File: src/rtl/tbp_pkg.sv
// shared types, constants and counter functions of the tournament branch predictor
package tbp_pkg;

	localparam int HIST_BITS   = 11;
	localparam int CFG_BITS    = 4;
	localparam int QUEUE_DEPTH = 4;

	localparam logic [CFG_BITS-1:0] HIST_LEN_RESET = CFG_BITS'(HIST_BITS);
	localparam logic [1:0]          CTR_RESET      = 2'b00;
	localparam logic [1:0]          CTR_MAX        = 2'b11;

	typedef struct packed {
		logic [31:0] pc;
		logic        taken;
	} branch_word_t;

	typedef struct packed {
		logic final_prediction;
		logic bimodal_prediction;
		logic gshare_prediction;
		logic chose_gshare;
		logic final_correct;
	} result_word_t;

	typedef logic [CFG_BITS-1:0] cfg_word_t;

	typedef enum logic [1:0] {
		BK_CLEAR,
		BK_IDLE,
		BK_UPDATE
	} back_state_t;

	function automatic logic [HIST_BITS-1:0] hist_mask(input logic [CFG_BITS-1:0] len);
		logic [CFG_BITS-1:0]  eff;
		logic [HIST_BITS-1:0] m;
		eff = (len > CFG_BITS'(HIST_BITS)) ? CFG_BITS'(HIST_BITS) : len;
		for (int i = 0; i < HIST_BITS; i++) begin
			m[i] = (CFG_BITS'(i) < eff);
		end
		return m;
	endfunction

	function automatic logic [1:0] ctr_toward_zero(input logic [1:0] c);
		return (c != CTR_RESET) ? c - 2'd1 : CTR_RESET;
	endfunction

	function automatic logic [1:0] ctr_toward_three(input logic [1:0] c);
		return (c != CTR_MAX) ? c + 2'd1 : CTR_MAX;
	endfunction

	function automatic logic [1:0] ctr_train(input logic [1:0] c, input logic taken);
		return taken ? ctr_toward_zero(c) : ctr_toward_three(c);
	endfunction

endpackage

File: src/rtl/tbp_ifs.sv
// valid/ready channel interfaces for branch, result and configuration words
interface tbp_branch_if;
	import tbp_pkg::*;
	logic         valid;
	logic         ready;
	branch_word_t data;
	modport source (output valid, output data, input ready);
	modport sink (input valid, input data, output ready);
endinterface


interface tbp_cfg_if;
	import tbp_pkg::*;
	logic      valid;
	logic      ready;
	cfg_word_t data;
	modport source (output valid, output data, input ready);
	modport sink (input valid, input data, output ready);
endinterface

File: src/rtl/tbp_front.sv
// front end: accepts branches, keeps the global history and forms table indexes
module tbp_front #(
	parameter int TABLE_INDEX_BITS = 11
) (
	input  logic                          clk,
	input  logic                          arst_n,
	tbp_branch_if.sink                    branch,
	tbp_cfg_if.sink                       cfg,
	input  logic                          clear_done,
	input  logic                          q_full,
	output logic                          push,
	output logic [2*TABLE_INDEX_BITS:0]   push_data
);
	import tbp_pkg::*;

	localparam int IW = TABLE_INDEX_BITS;

	logic [CFG_BITS-1:0]  hist_len_q;
	logic [HIST_BITS-1:0] hist_q;
	logic [HIST_BITS-1:0] mask;
	logic [HIST_BITS-1:0] hist_m;
	logic [HIST_BITS-1:0] hist_next;
	logic [31:0]          hist_ext;
	logic [IW-1:0]        bi_idx;
	logic [IW-1:0]        gs_idx;

	assign cfg.ready    = 1'b1;
	assign branch.ready = clear_done && !q_full;
	assign push         = branch.valid && branch.ready;

	always_comb begin
		mask      = hist_mask(hist_len_q);
		hist_m    = hist_q & mask;
		hist_next = {hist_m[HIST_BITS-2:0], branch.data.taken} & mask;
		hist_ext  = 32'(hist_m);
		bi_idx    = branch.data.pc[IW-1:0];
		gs_idx    = branch.data.pc[IW-1:0] ^ hist_ext[IW-1:0];
		push_data = {bi_idx, gs_idx, branch.data.taken};
	end

	always_ff @(posedge clk or negedge arst_n) begin
		if (!arst_n) begin
			hist_len_q <= HIST_LEN_RESET;
			hist_q     <= '0;
		end else begin
			if (cfg.valid && cfg.ready) hist_len_q <= cfg.data;
			if (push) hist_q <= hist_next;
		end
	end

endmodule

File: src/flat_wrapper.sv
// flat-port wrapper written by rule: the top's interface ports become plain ports
module tbp_front_flat import tbp_pkg::*;
#(
	parameter int TABLE_INDEX_BITS = 11
)
  (clk, arst_n, clear_done, q_full, push, push_data, branch_valid, branch_data, branch_ready, cfg_valid, cfg_data, cfg_ready);
  tbp_branch_if branch_i ();
  tbp_cfg_if cfg_i ();
  input  logic clk;
  input  logic arst_n;
  input  logic clear_done;
  input  logic q_full;
  output logic push;
  output logic [2*TABLE_INDEX_BITS:0] push_data;
  input wire logic [$bits(branch_i.valid)-1:0] branch_valid;
  input wire logic [$bits(branch_i.data)-1:0] branch_data;
  output wire logic [$bits(branch_i.ready)-1:0] branch_ready;
  input wire logic [$bits(cfg_i.valid)-1:0] cfg_valid;
  input wire logic [$bits(cfg_i.data)-1:0] cfg_data;
  output wire logic [$bits(cfg_i.ready)-1:0] cfg_ready;
  assign branch_i.valid = branch_valid;
  assign branch_i.data = branch_data;
  assign branch_ready = branch_i.ready;
  assign cfg_i.valid = cfg_valid;
  assign cfg_i.data = cfg_data;
  assign cfg_ready = cfg_i.ready;
  tbp_front #(.TABLE_INDEX_BITS(TABLE_INDEX_BITS)) u_core (.clk(clk), .arst_n(arst_n), .branch(branch_i), .cfg(cfg_i), .clear_done(clear_done), .q_full(q_full), .push(push), .push_data(push_data));
endmodule
File: config.mk
export PLATFORM = sky130hd
export DESIGN_NAME = tbp_front_flat
export DESIGN_NICKNAME = d
export VERILOG_FILES = /design/src/rtl/tbp_pkg.sv /design/src/rtl/tbp_ifs.sv /design/src/rtl/tbp_front.sv /design/src/flat_wrapper.sv
export SDC_FILE = /design/constraint.sdc
export NUM_CORES = 1
export LEC_CHECK = 0
export ABC_AREA = 0
export BUFFER_PORTS_ARGS = -buffer_cell sky130_fd_sc_hd__buf_2
export CAP_MARGIN = 20
export CORE_MARGIN = 2
export CORE_UTILIZATION = 38
export CTS_BUF_LIST = sky130_fd_sc_hd__clkbuf_2 sky130_fd_sc_hd__clkbuf_4 sky130_fd_sc_hd__clkbuf_8
export CTS_CLUSTER_DIAMETER = 80
export CTS_CLUSTER_SIZE = 28
export DETAILED_ROUTE_END_ITERATION = 6
export HOLD_SLACK_MARGIN = 0.15
export MAX_ROUTING_LAYER = met4
export PLACE_DENSITY = 0.76
export SLEW_MARGIN = 20
export SYNTH_ARGS = -nofsm -noshare
export SYNTH_HDL_FRONTEND = slang
export SYNTH_SLANG_ARGS = --single-unit
File: constraint.sdc
create_clock -name clk -period 1.2 [get_ports clk]
set_input_delay 0.12 -clock clk [delete_from_list [all_inputs] [get_ports clk]]
set_output_delay 0.12 -clock clk [all_outputs]
set_load 0.005 [all_outputs]
==> results summary <==
The total cell area at the placement stage is 0.00115 mm2. Counting every net in the synthesized netlist gives 146. The worst clock skew on the final layout is 0.00578 ns. STA classifies the critical path startpoint as a flop. The global-route wire length before repair came out at 3.61 mm.

After synthesis, the mean cell area works out to 9.39 um2. Counting every instance in the synthesized netlist gives 103. Setup repair after global routing could not meet its margin everywhere. The register area share after synthesis is 39.2%. Summing over every cut layer, the via total after detailed routing is 974.

For this block, the initial DRC count from the detailed router was 21. The layer with the highest usage is met2. For this configuration, the core starts out at a cell density of 39.4%. The hold violation total from the final report is 0. The critical path's slowest cell is dfstp_2. From bottom edge to top edge, the die measures 54.5 um. The worst hold-check path type is input port to asynchronous set/reset pin.

The number of vias per cell came out at 5.07. The half-perimeter wire length of the detailed placement result came out at 1.47 mm. The mapped netlist covers 967 um2. The met1 usage in global routing came out at 23.2%. The post-route total power came out at 0.00159 W. The final weighted congestion in routability-driven placement came out at 0.769. The overall routing resource usage came out at 18.1%.

The number of different library cells in the post-synthesis netlist came out at 24. After layout, the minimum clock period comes to 1.62 ns. The count of final max-slew check failures was 0. The final setup slack of the worst path is -0.417 ns. The critical path goes through buf_12 -> nor3_4 -> nand3b_1 -> xnor2_1 -> buf_2.

The leakage power figure came out at 0.718 nW. The number of synthesized register bits came out at 15. The worst-case clock buffer depth came out at 2. Relative to the synthesized area, the layout overhead comes to 58.2%. The maximum achievable frequency came out at 619 MHz.

The fraction of layout cells with a size suffix above 1 is 61.1%. The post-route fraction of the period consumed by the critical path came out at 135%. The floorplan die area came out at 0.00296 mm2. The run finished, with violations left.

The final reports fail on setup timing. The die width is 54.5 um. Global routing consumed, on the met2 layer, 27.9% of the routing resources.

The remaining antenna violation count after routing came out at 0. The net count of the finished layout came out at 206. CTS placed an instance of clkbuf_4 at the clock tree root. Data arrives at the worst endpoint at 1.50 ns.

The number of buffers and inverters on the critical path is 2. The number of detailed-routing iterations run before antenna repair is 4. The via count of the first global-routing pass came out at 774. Tracing the worst setup path back leads to its startpoint at u_core.hist_len_q[1]. The CTS tree is yes. The CTS buffer count is 3. The post-route standard cell area excluding fillers came out at 0.00153 mm2. The placeable core region came out at 0.00245 mm2. The worst setup path is captured at a primary output. CTS built an H-tree with a depth of 1. The startpoint identified for the worst register-to-register timing path is u_core.hist_len_q[3]. The routed wire length came out at 2.70 mm. The total grt overflow came out at 0. The number of remaining DRC errors is 0.

The clock-pin slew reported for the worst setup and hold paths after clock tree synthesis came out at 0.09 ns. The boundary pin count came out at 69. Across the run, the number of max-cap violations was 0. In the final routed layout, each cell accounts on average for 14.0 um. 0 antenna diodes ended up in the layout. The filler cell count in the final layout came out at 199. The peak per-stage delay on the critical path came out at 0.57 ns.

The data required time at the worst endpoint came out at 1.08 ns. Port buffering added 46 buffers. The total number of yosys warnings came out at 0. The total of endpoints with negative setup slack in the final report came out at 14. The cell area power density came out at 1040 mW/mm2. The row count is 18. The number of sinks on the clock net is 15. The worst-case IR drop observed on VDD is 0.742 mV. The clock reaches the later pin of the worst-skew pair after 0.30 ns. The number of antenna violations at the first check in global routing is 0. The largest net degree at the start of global routing came out at 24. The met3 layer usage reported by global route is 3.28%. Along the worst path, the maximum fanout reaches 6. The startpoint-to-endpoint class of the critical path is flop to primary output.

The kind of cell with the highest combined delay along the critical path is flip-flops.
-- sequential cells by signal, indices dropped and copies added (netlist names) --
| name | count |
|---|---|
| u_core.hist_len_q | 4 |
| u_core.hist_q | 11 |
-- worst reg2reg max path, stage by stage (launching register included) --
cell,delay (ns)
dfstp_4,0.65
buf_8,0.13
buf_6,0.10
buf_6,0.08
o21ai_1,0.06
o21ai_1,0.15
-- synthesized netlist by cell type --
library cell	instances	area share, %
nand3_1	2	1.0
a21o_2	2	1.8
buf_4	16	12
xnor2_1	11	10
dfrtp_1	12	31
inv_1	1	0.39
nand2_1	19	7.4
nor2b_1	1	0.65
nor3_1	1	0.52
mux2_2	4	4.7
dfstp_2	3	8.2
conb_1	1	0.39
o31ai_1	3	2.3
o21ai_0	14	7.2
a31o_2	1	0.91
buf_6	1	1.2
a211o_2	1	1.0
o211ai_1	2	1.6
buf_2	1	0.52
o41ai_1	1	0.91
clkbuf_1	2	0.78
nand3b_1	2	1.6
o41ai_4	1	2.8
o21a_1	1	0.78
-- path summary, 6_finish.rpt --
| path | end | slack [ns] | cells past startpoint |
|---|---|---|---|
| setup / recovery | push_data[9] | -0.42 | 5 |
| hold / removal | u_core.hist_q[6] | 0.24 | 2 |
| setup reg to reg | u_core.hist_q[4] | -0.03 | 5 |
| hold reg to reg | u_core.hist_q[9] | 0.54 | 2 |
| max in group asynchronous | u_core.hist_len_q[0] | 0.64 | 2 |
| min in group clk | u_core.hist_q[9] | 0.35 | 5 |
-- final cells by class --
cell class	instances	area, um2	area share, %
Timing Repair Buffer	75	515	33.7
Clock buffer	4	30.0	1.96
Sequential cell	15	384	25.1
Tap cell	30	37.5	2.45
Inverter	1	3.75	0.245
Multi-Input combinational cell	67	559	36.5
-- kinds of logic after synthesis --
logic type      share of synthesized area (%)
xor+xnor                                 9.96
mux                                      4.66
simple gates                             11.1
buf+inv                                  15.3
other cells                             0.388
flops                                    39.2
compound gates                           19.4
-- report_power, final --
| part | total (W) | switching, W | leakage, nW | internal (W) |
|---|---|---|---|---|
| registers | 0.000649 | 0.0000768 | 0.191 | 0.000572 |
| logic | 0.000610 | 0.000264 | 0.509 | 0.000346 |
| clock network | 0.000330 | 0.000178 | 0.0184 | 0.000152 |
-- cells in the final DEF (no fill, tap or decap), drive strengths merged, types with 2 or more instances in the layout --
master / instances
nand2: 19
mux2: 4
nand3b: 2
o31ai: 3
clkbuf: 4
o41ai: 2
dlygate4sd3: 7
dfrtp: 12
xnor2: 11
buf: 68
o211ai: 2
dfstp: 3
nand3: 2
a21o: 2
o21ai: 14
-- timing repair --
item | CTS | global route
setup endpoints to repair | 16 | 19
hold endpoints to repair | 20 | 0
setup buffers | 5 | 9
pin swaps | 5 | 13
resized for setup | 13 | 37
hold buffers | 7 | 0
-- layer usage --
layer  wire length [um]  vias to the layer above  part of all wire (%)
li1                   -                      457                     -
met3                152                        5                   5.6
met4                 45                        0                   1.7
met1               1080                      466                    40
met5                  0                        -                     0
met2               1410                       46                    52
-- per-stage QoR --
| stage | cells | utilization (%) | worst slack (ns) | TNS (ns) | hold WS [ns] |
|---|---|---|---|---|---|
| finish | 192 | 62.3 | -0.417 | -4.29 | 0.244 |
| global route | 192 | 62.3 | -0.492 | -5.23 | 0.274 |
| CTS | 183 | 55.0 | -0.399 | -4.20 | 0.264 |
| detailed placement | 167 | 46.9 | -0.150 | -1.24 | 0.0459 |
| global placement | 167 | 46.9 | -0.126 | -0.943 | 0.0353 |
| floorplan | 103 | - | 0.0233 | 0 | -0.176 |
No activity file was read; power rests on OpenSTA's default activity.
