**config.mk**
```make
export PLATFORM = sky130hd
export DESIGN_NAME = tbp_queue
export DESIGN_NICKNAME = d
export VERILOG_FILES = /design/src/rtl/tbp_pkg.sv /design/src/rtl/tbp_queue.sv
export SDC_FILE = /design/constraint.sdc
export NUM_CORES = 1
export LEC_CHECK = 0
export CORE_MARGIN = 2
export CORE_UTILIZATION = 60
export DETAILED_ROUTE_END_ITERATION = 10
export DONT_BUFFER_PORTS = 1
export PLACE_DENSITY = 0.76
export REMOVE_ABC_BUFFERS = 1
export SYNTH_ARGS = -nofsm -noshare
export SYNTH_HDL_FRONTEND = slang
export SYNTH_SLANG_ARGS = --single-unit
```
**constraint.sdc**
```tcl
create_clock -name clk -period 2 [get_ports clk]
set_clock_uncertainty 0.2 [all_clocks]
set_input_delay 0 -clock clk [delete_from_list [all_inputs] [get_ports clk]]
set_output_delay 0 -clock clk [all_outputs]
set_load 0.1 [all_outputs]
```
**src/rtl/tbp_pkg.sv**
```systemverilog
// shared types, constants and counter functions of the tournament branch predictor
package tbp_pkg;

	localparam int HIST_BITS   = 11;
	localparam int CFG_BITS    = 4;
	localparam int QUEUE_DEPTH = 4;

	localparam logic [CFG_BITS-1:0] HIST_LEN_RESET = CFG_BITS'(HIST_BITS);
	localparam logic [1:0]          CTR_RESET      = 2'b00;
	localparam logic [1:0]          CTR_MAX        = 2'b11;

	typedef struct packed {
		logic [31:0] pc;
		logic        taken;
	} branch_word_t;

	typedef struct packed {
		logic final_prediction;
		logic bimodal_prediction;
		logic gshare_prediction;
		logic chose_gshare;
		logic final_correct;
	} result_word_t;

	typedef logic [CFG_BITS-1:0] cfg_word_t;

	typedef enum logic [1:0] {
		BK_CLEAR,
		BK_IDLE,
		BK_UPDATE
	} back_state_t;

	function automatic logic [HIST_BITS-1:0] hist_mask(input logic [CFG_BITS-1:0] len);
		logic [CFG_BITS-1:0]  eff;
		logic [HIST_BITS-1:0] m;
		eff = (len > CFG_BITS'(HIST_BITS)) ? CFG_BITS'(HIST_BITS) : len;
		for (int i = 0; i < HIST_BITS; i++) begin
			m[i] = (CFG_BITS'(i) < eff);
		end
		return m;
	endfunction

	function automatic logic [1:0] ctr_toward_zero(input logic [1:0] c);
		return (c != CTR_RESET) ? c - 2'd1 : CTR_RESET;
	endfunction

	function automatic logic [1:0] ctr_toward_three(input logic [1:0] c);
		return (c != CTR_MAX) ? c + 2'd1 : CTR_MAX;
	endfunction

	function automatic logic [1:0] ctr_train(input logic [1:0] c, input logic taken);
		return taken ? ctr_toward_zero(c) : ctr_toward_three(c);
	endfunction

endpackage

```
**src/rtl/tbp_queue.sv**
```systemverilog
// small fifo between the front end and the table back end
module tbp_queue #(
	parameter int WIDTH = 23
) (
	input  logic             clk,
	input  logic             arst_n,
	input  logic             push,
	input  logic [WIDTH-1:0] push_data,
	input  logic             pop,
	output logic [WIDTH-1:0] pop_data,
	output logic             full,
	output logic             empty
);
	import tbp_pkg::*;

	localparam int PTR_W = $clog2(QUEUE_DEPTH);
	localparam int CNT_W = $clog2(QUEUE_DEPTH + 1);

	logic [WIDTH-1:0] data_q [QUEUE_DEPTH];
	logic [PTR_W-1:0] wr_ptr_q;
	logic [PTR_W-1:0] rd_ptr_q;
	logic [CNT_W-1:0] count_q;

	assign full     = (count_q == CNT_W'(QUEUE_DEPTH));
	assign empty    = (count_q == '0);
	assign pop_data = data_q[rd_ptr_q];

	always_ff @(posedge clk or negedge arst_n) begin
		if (!arst_n) begin
			wr_ptr_q <= '0;
			rd_ptr_q <= '0;
			count_q  <= '0;
		end else begin
			if (push) wr_ptr_q <= wr_ptr_q + PTR_W'(1);
			if (pop) rd_ptr_q <= rd_ptr_q + PTR_W'(1);
			if (push && !pop) count_q <= count_q + CNT_W'(1);
			else if (pop && !push) count_q <= count_q - CNT_W'(1);
		end
	end

	always_ff @(posedge clk) begin
		if (push) data_q[wr_ptr_q] <= push_data;
	end

endmodule

```
==> results.toml, run 1 <==
[clocking]
clk_pin_slew_worst_paths_ns = 0.08
tritoncts = "built"
cts_buffer_depth = 2
clock-root-buffer = "clkbuf_8"
insertion_delay_ns = 0.34
cts-buffers-inserted = 9
cts_sinks = 99
htree_num_levels = 3

[synthesis]
syn_inst = 155
ys_types = 19
yosys.area_share.simple = 0.0130
yosys_warnings = 0
avgSynthCellArea_um2 = 24.2
synth_xor_area_frac = 0.0140
syn_area_um2 = 3760
seq_area_frac_synth = 0.782
synth-compound-area-share = 0.00133
synth_adder_area_share = 0.0220
synth_seq_cells = 99
synth_top_family_by_area = "multiplexers"
synthMuxAreaShare = 0.146

[critical_path]
critPathCapture = "pop_data[10]"
crit_type = "reg -> out"
crit_top_cell = "buf_12"
cp_slowest_cell = "mux4_2"
worstPathMaxFanout = 13
cp.required_ns = 1.80
start_kind = "register"
max_stage_delay_ns = 0.57
crit_chain = "buf_12 -> mux4_2 -> buf_12"
reg2reg_to = "data_q[0][6]"
worstPathArrival_ns = 1.73
startpoint = "rd_ptr_q[0]"
rrSetupSlack_ns = 0.37
r2r-start = "wr_ptr_q[0]"
r2r_cells = 4
crit_path_end_kind = "primary output"

[global_route]
grt_overflow = 0
grt_max_degree = 26
grt_pass1_wl_um = 10100
grt_pass1_vias = 1975
grt.total_usage = 0.199
antenna_found_initial = 0

[min_path]
holdCritPathClass = "in -> reg"

[routing]
firstDrtPassIters = 4
finalWirelength_um = 6390
vias_per_cell = 5.68
postRouteAntennaNets = 0
wl_per_cell_um = 21.0
dr.first_iter.drc_count = 111
drc = 0
routed-via-count = 1726

[timing]
worst_pin_slew_ns = 0.304
hold_viol = 0
clock.fmax_ghz = 0.518
max-slew-margin-rel = 0.796
rsz0062_at_grt = "true"
maxSlewViolCount = 0
period_needed_ns = 1.93
fin_crit_sh = 0.966
setup_viol_count_final = 0

[floorplan]
initial_core_util = 0.627
die_x_um = 83.1
die_h_um = 83.1
rows = 28
die_area_um2 = 6910
core_um2 = 5990
pin_count = 52

[finish]
drive_gt1_frac = 0.336
finalCoreUtilization = 0.810
final.fill_count = 295
area.growth.synth_to_final_pct = 29.1
fin_nets = 257
n_antenna_cell = 0
fin_cells = 304

[place]
post-place-cells = 260
io_buffers = 0
gp_congestion = 0.671
hpwl_um = 4100

[job]
cap_violations = 0

[outcome]
status = "complete, no violations"
## per-layer routing
metal,GRT usage,share of wire,up-vias
li1,-,-,772
met1,0.229,0.38,896
met2,0.345,0.56,48
met3,0.0577,0.041,10
met4,0.0924,0.018,0
met5,0,0,-
## through the flow
step | TNS, ns | setup WS [ns] | hold slack, ns | area, µm²
after floorplan | -6.36 | -0.853 | -0.496 | 3690
final | 0 | 0.0678 | 0.155 | 4850
after global placement | 0 | 0.386 | -0.495 | 4400
after CTS | 0 | 0.0221 | 0.137 | 4820
after detailed placement | 0 | 0.343 | -0.495 | 4400
after global routing | -0.00456 | -0.00456 | 0.149 | 4850
## cell usage after synthesis
library cell	instances	share of area
xor2_1	4	0.0093
mux4_1	5	0.035
buf_2	3	0.0040
inv_1	4	0.0040
and2_1	4	0.0067
fa_1	1	0.0053
nor2_1	1	0.0010
ha_1	5	0.017
nor3b_1	1	0.0020
buf_12	2	0.011
mux4_2	18	0.11
buf_6	1	0.0030
xnor2_1	2	0.0047
nand2_1	2	0.0020
nor3_1	1	0.0013
mux2_2	1	0.0030
o21ai_0	1	0.0013
edfxtp_1	92	0.74
dfrtp_1	7	0.047
## critical path: cells and delay by family, from the launching register on
kind                   cells  cell delay (ns)
muxes                      1             0.57
DFF                        1             0.43
buffers and inverters      2             0.38
## registers in the layout, indices dropped and copies added (netlist names)
register and flops:
wr_ptr_q 2, data_q 92, rd_ptr_q 2, count_q 3
## layout make-up
class,instances,area [µm²],area share
flip-flops and latches,99,2940,0.606
repair buffers,64,901,0.186
multi-input cells,46,728,0.150
clock buffers,13,159,0.0328
well taps,75,93.8,0.0193
inverters,4,15.0,0.00310
clock inverters,3,13.8,0.00284
## timing repair
action,in CTS,in global routing
gates cloned,0,1
setup buffers,0,0
endpoints found under the hold margin,167,0
hold buffers,27,0
setup endpoints to repair,5,18
gates resized for setup,5,0
## kinds of logic (layout without fill, tap and decap cells)
family / count (synthesis) / after routing
AND/OR/NAND/NOR: 9 / 9
flip-flops: 99 / 99
adder cells (fa/ha/maj): 6 / 6
buffers and inverters: 10 / 84
multiplexers: 24 / 24
XOR/XNOR: 6 / 6
AO/OA/AOI/OAI: 1 / 1
## worst min path at each step
stage | endpoint | from | slack, ns | cells after the start
global placement | count_q[0] | arst_n | -0.50 | 0
global route | data_q[3][19] | push_data[19] | 0.15 | 1
finish | data_q[0][13] | push_data[13] | 0.16 | 1
floorplan | count_q[0] | arst_n | -0.50 | 0
CTS | data_q[1][13] | push_data[13] | 0.14 | 1
detailed placement | count_q[1] | arst_n | -0.50 | 0
## placed cells by master (no fill, tap or decap), types with 2 or more instances in the layout
master,n
dfrtp_1,6
and2_1,4
clkbuf_1,2
buf_12,24
edfxtp_1,92
buf_4,10
dlygate4sd3_1,27
nand2_1,2
xor2_1,4
ha_1,5
clkbuf_16,3
clkinv_2,2
clkbuf_8,11
mux4_2,23
inv_1,4
xnor2_1,2
Power of run 1 is not shown: default switching activity piles up to over one toggle a cycle in this logic, so the estimate is an artifact.
==> inputs of run 2 (changes only) <==
CORE_UTILIZATION = 56   (was 60)
PLACE_DENSITY = 0.74   (was 0.76)
SETUP_SLACK_MARGIN = 0.1   (was default)
clock period = 1.7 ns   (was 2 ns; I/O delays follow)
==> run 2 against run 1 <==
Compared with the run above:
- non-clock buffer count is 4 higher
- utilization is 2.3 points lower
- largest cell class unchanged
- register-to-register slack worse by 0.26 ns
- die area is 6.8% higher
- final cell count is 2.0% higher
- critical path depth stayed put
- wire length is 3.1% higher
- hold slack worse by 0.12 ns
- the flow now finishes with violations (DRC, setup timing)
==> results.toml, run 2 (synthesis gave the netlist of run 1 again) <==
[clocking]
cts-buffers-inserted = 9
tritoncts = "built"
htree_num_levels = 3
cts_buffer_depth = 2
clock-root-buffer = "clkbuf_8"
insertion_delay_ns = 0.35
cts_sinks = 99
clk_pin_slew_worst_paths_ns = 0.09

[timing]
fin_setup_tns_ns = -4.41
period_needed_ns = 1.92
maxSlewViolCount = 0
max-slew-margin-rel = 0.757
setup_slack_ns = -0.216
hold_viol = 0
setup_viol_count_final = 23
fin_crit_sh = 1.13
clock.fmax_ghz = 0.522
rsz0062_at_grt = "true"
worst_pin_slew_ns = 0.364

[global_route]
use_met3 = 0.0693
grt_most_used_layer = "met2"
grt_util_met2 = 0.344
grt_pass1_vias = 1894
antenna_found_initial = 0
grt.met1_usage = 0.229
grt_overflow = 0
grt.total_usage = 0.198
grt_max_degree = 25
grt_pass1_wl_um = 10200

[place]
gp_congestion = 0.656
post-place-cells = 260
hpwl_um = 3990
io_buffers = 0

[floorplan]
rows = 29
pin_count = 52
die_h_um = 85.9
core_um2 = 6420
die_area_um2 = 7380
initial_core_util = 0.585
die_x_um = 85.9

[finish]
finalCoreUtilization = 0.786
largest_register_ffs = 92
largestRegisters = "data_q x92, count_q x3"
seqCellArea_um2 = 2940
n_antenna_cell = 0
fin_nets = 261
fin_cells = 310
final_cell_mix = "92 x edfxtp_1, 30 x buf_12, 27 x dlygate4sd3_1"
drive_gt1_frac = 0.369
largest-register = "data_q"
area.growth.synth_to_final_pct = 34.4
final.fill_count = 297
layout_commonest_cell = "edfxtp_1"
multi_input_area_um2 = 751

[critical_path]
cp.required_ns = 1.50
worstPathArrival_ns = 1.72
cp_slowest_cell = "mux4_2"
crit_type = "reg -> out"
crit_chain = "buf_12 -> mux4_2 -> buf_12"
r2r-start = "wr_ptr_q[0]"
crit_path_end_kind = "primary output"
reg2reg_to = "data_q[3][21]"
max_stage_delay_ns = 0.56
start_kind = "register"
worstPathMaxFanout = 12
path_depth = 3
critPathCapture = "pop_data[14]"
r2r_cells = 4
critPathTopFamily = "multiplexers"
startpoint = "rd_ptr_q[0]"
rrSetupSlack_ns = 0.11
crit_buf_inv = 2
crit_top_cell = "buf_12"

[routing]
drc = 5
postRouteAntennaNets = 0
vias_per_cell = 5.57
wl_per_cell_um = 21.2
routed-via-count = 1726
firstDrtPassIters = 8
dr.first_iter.drc_count = 117
finalWirelength_um = 6590

[min_path]
holdCritPathClass = "in -> reg"

[job]
cap_violations = 0

[outcome]
status = "finished with violations"
violations = "DRC, setup timing"
==> run 2: cell count changes in the layout (fill, tap and decap cells not counted), sizes merged <==
cell / previous run / this run
buf: 34 / 37
bufinv: 0 / 2
clkbuf: 16 / 14
clkinv: 3 / 0
clkinvlp: 0 / 2
dlymetal6s4s: 0 / 2
==> run 2: area by class of cell <==
cell class              count  area share
flip-flops and latches     99       0.582
repair buffers             68       0.203
multi-input cells          46       0.149
clock buffers              12      0.0287
well taps                  77      0.0191
clock inverters             4      0.0149
inverters                   4     0.00297
==> run 2: worst min-delay path by stage <==
| stage | to | start | cells past startpoint |
|---|---|---|---|
| after floorplan | count_q[0] | arst_n | 0 |
| after global placement | count_q[1] | arst_n | 0 |
| after detailed placement | count_q[1] | arst_n | 0 |
| after CTS | data_q[1][22] | push_data[22] | 1 |
| after global routing | count_q[0] | pop | 4 |
| final | count_q[0] | pop | 4 |
==> run 2: layer usage <==
metal,part of all wire,up-vias
li1,-,778
met3,0.043,11
met5,0,-
met1,0.36,893
met2,0.58,44
met4,0.014,0
==> run 2: tightest hold or removal path, stage by stage <==
cell and delay, ns:
dlymetal6s4s_1 0.25, inv_1 0.06, ha_2 0.17, xnor2_1 0.07
==> run 2: stage by stage <==
stage | setup slack [ns] | hold WS (ns) | area [µm²]
after floorplan | -1.15 | -0.496 | 3690
after CTS | -0.243 | 0.126 | 4990
after detailed placement | 0.0962 | -0.495 | 4460
after global placement | 0.120 | -0.495 | 4460
after global routing | -0.278 | 0.0368 | 5050
final | -0.216 | 0.0367 | 5050
==> run 2: repair_timing <==
| action | 4_1_cts | 5_1_grt |
|---|---|---|
| endpoints found under the setup margin | 47 | 27 |
| cloned | 1 | 0 |
| buffers inserted | 2 | 2 |
| resized for setup | 12 | 7 |
| pin swaps | 1 | 4 |
| hold buffers | 27 | 2 |
| hold endpoints to repair | 198 | 4 |
Power of run 2 is left out for the same reason.
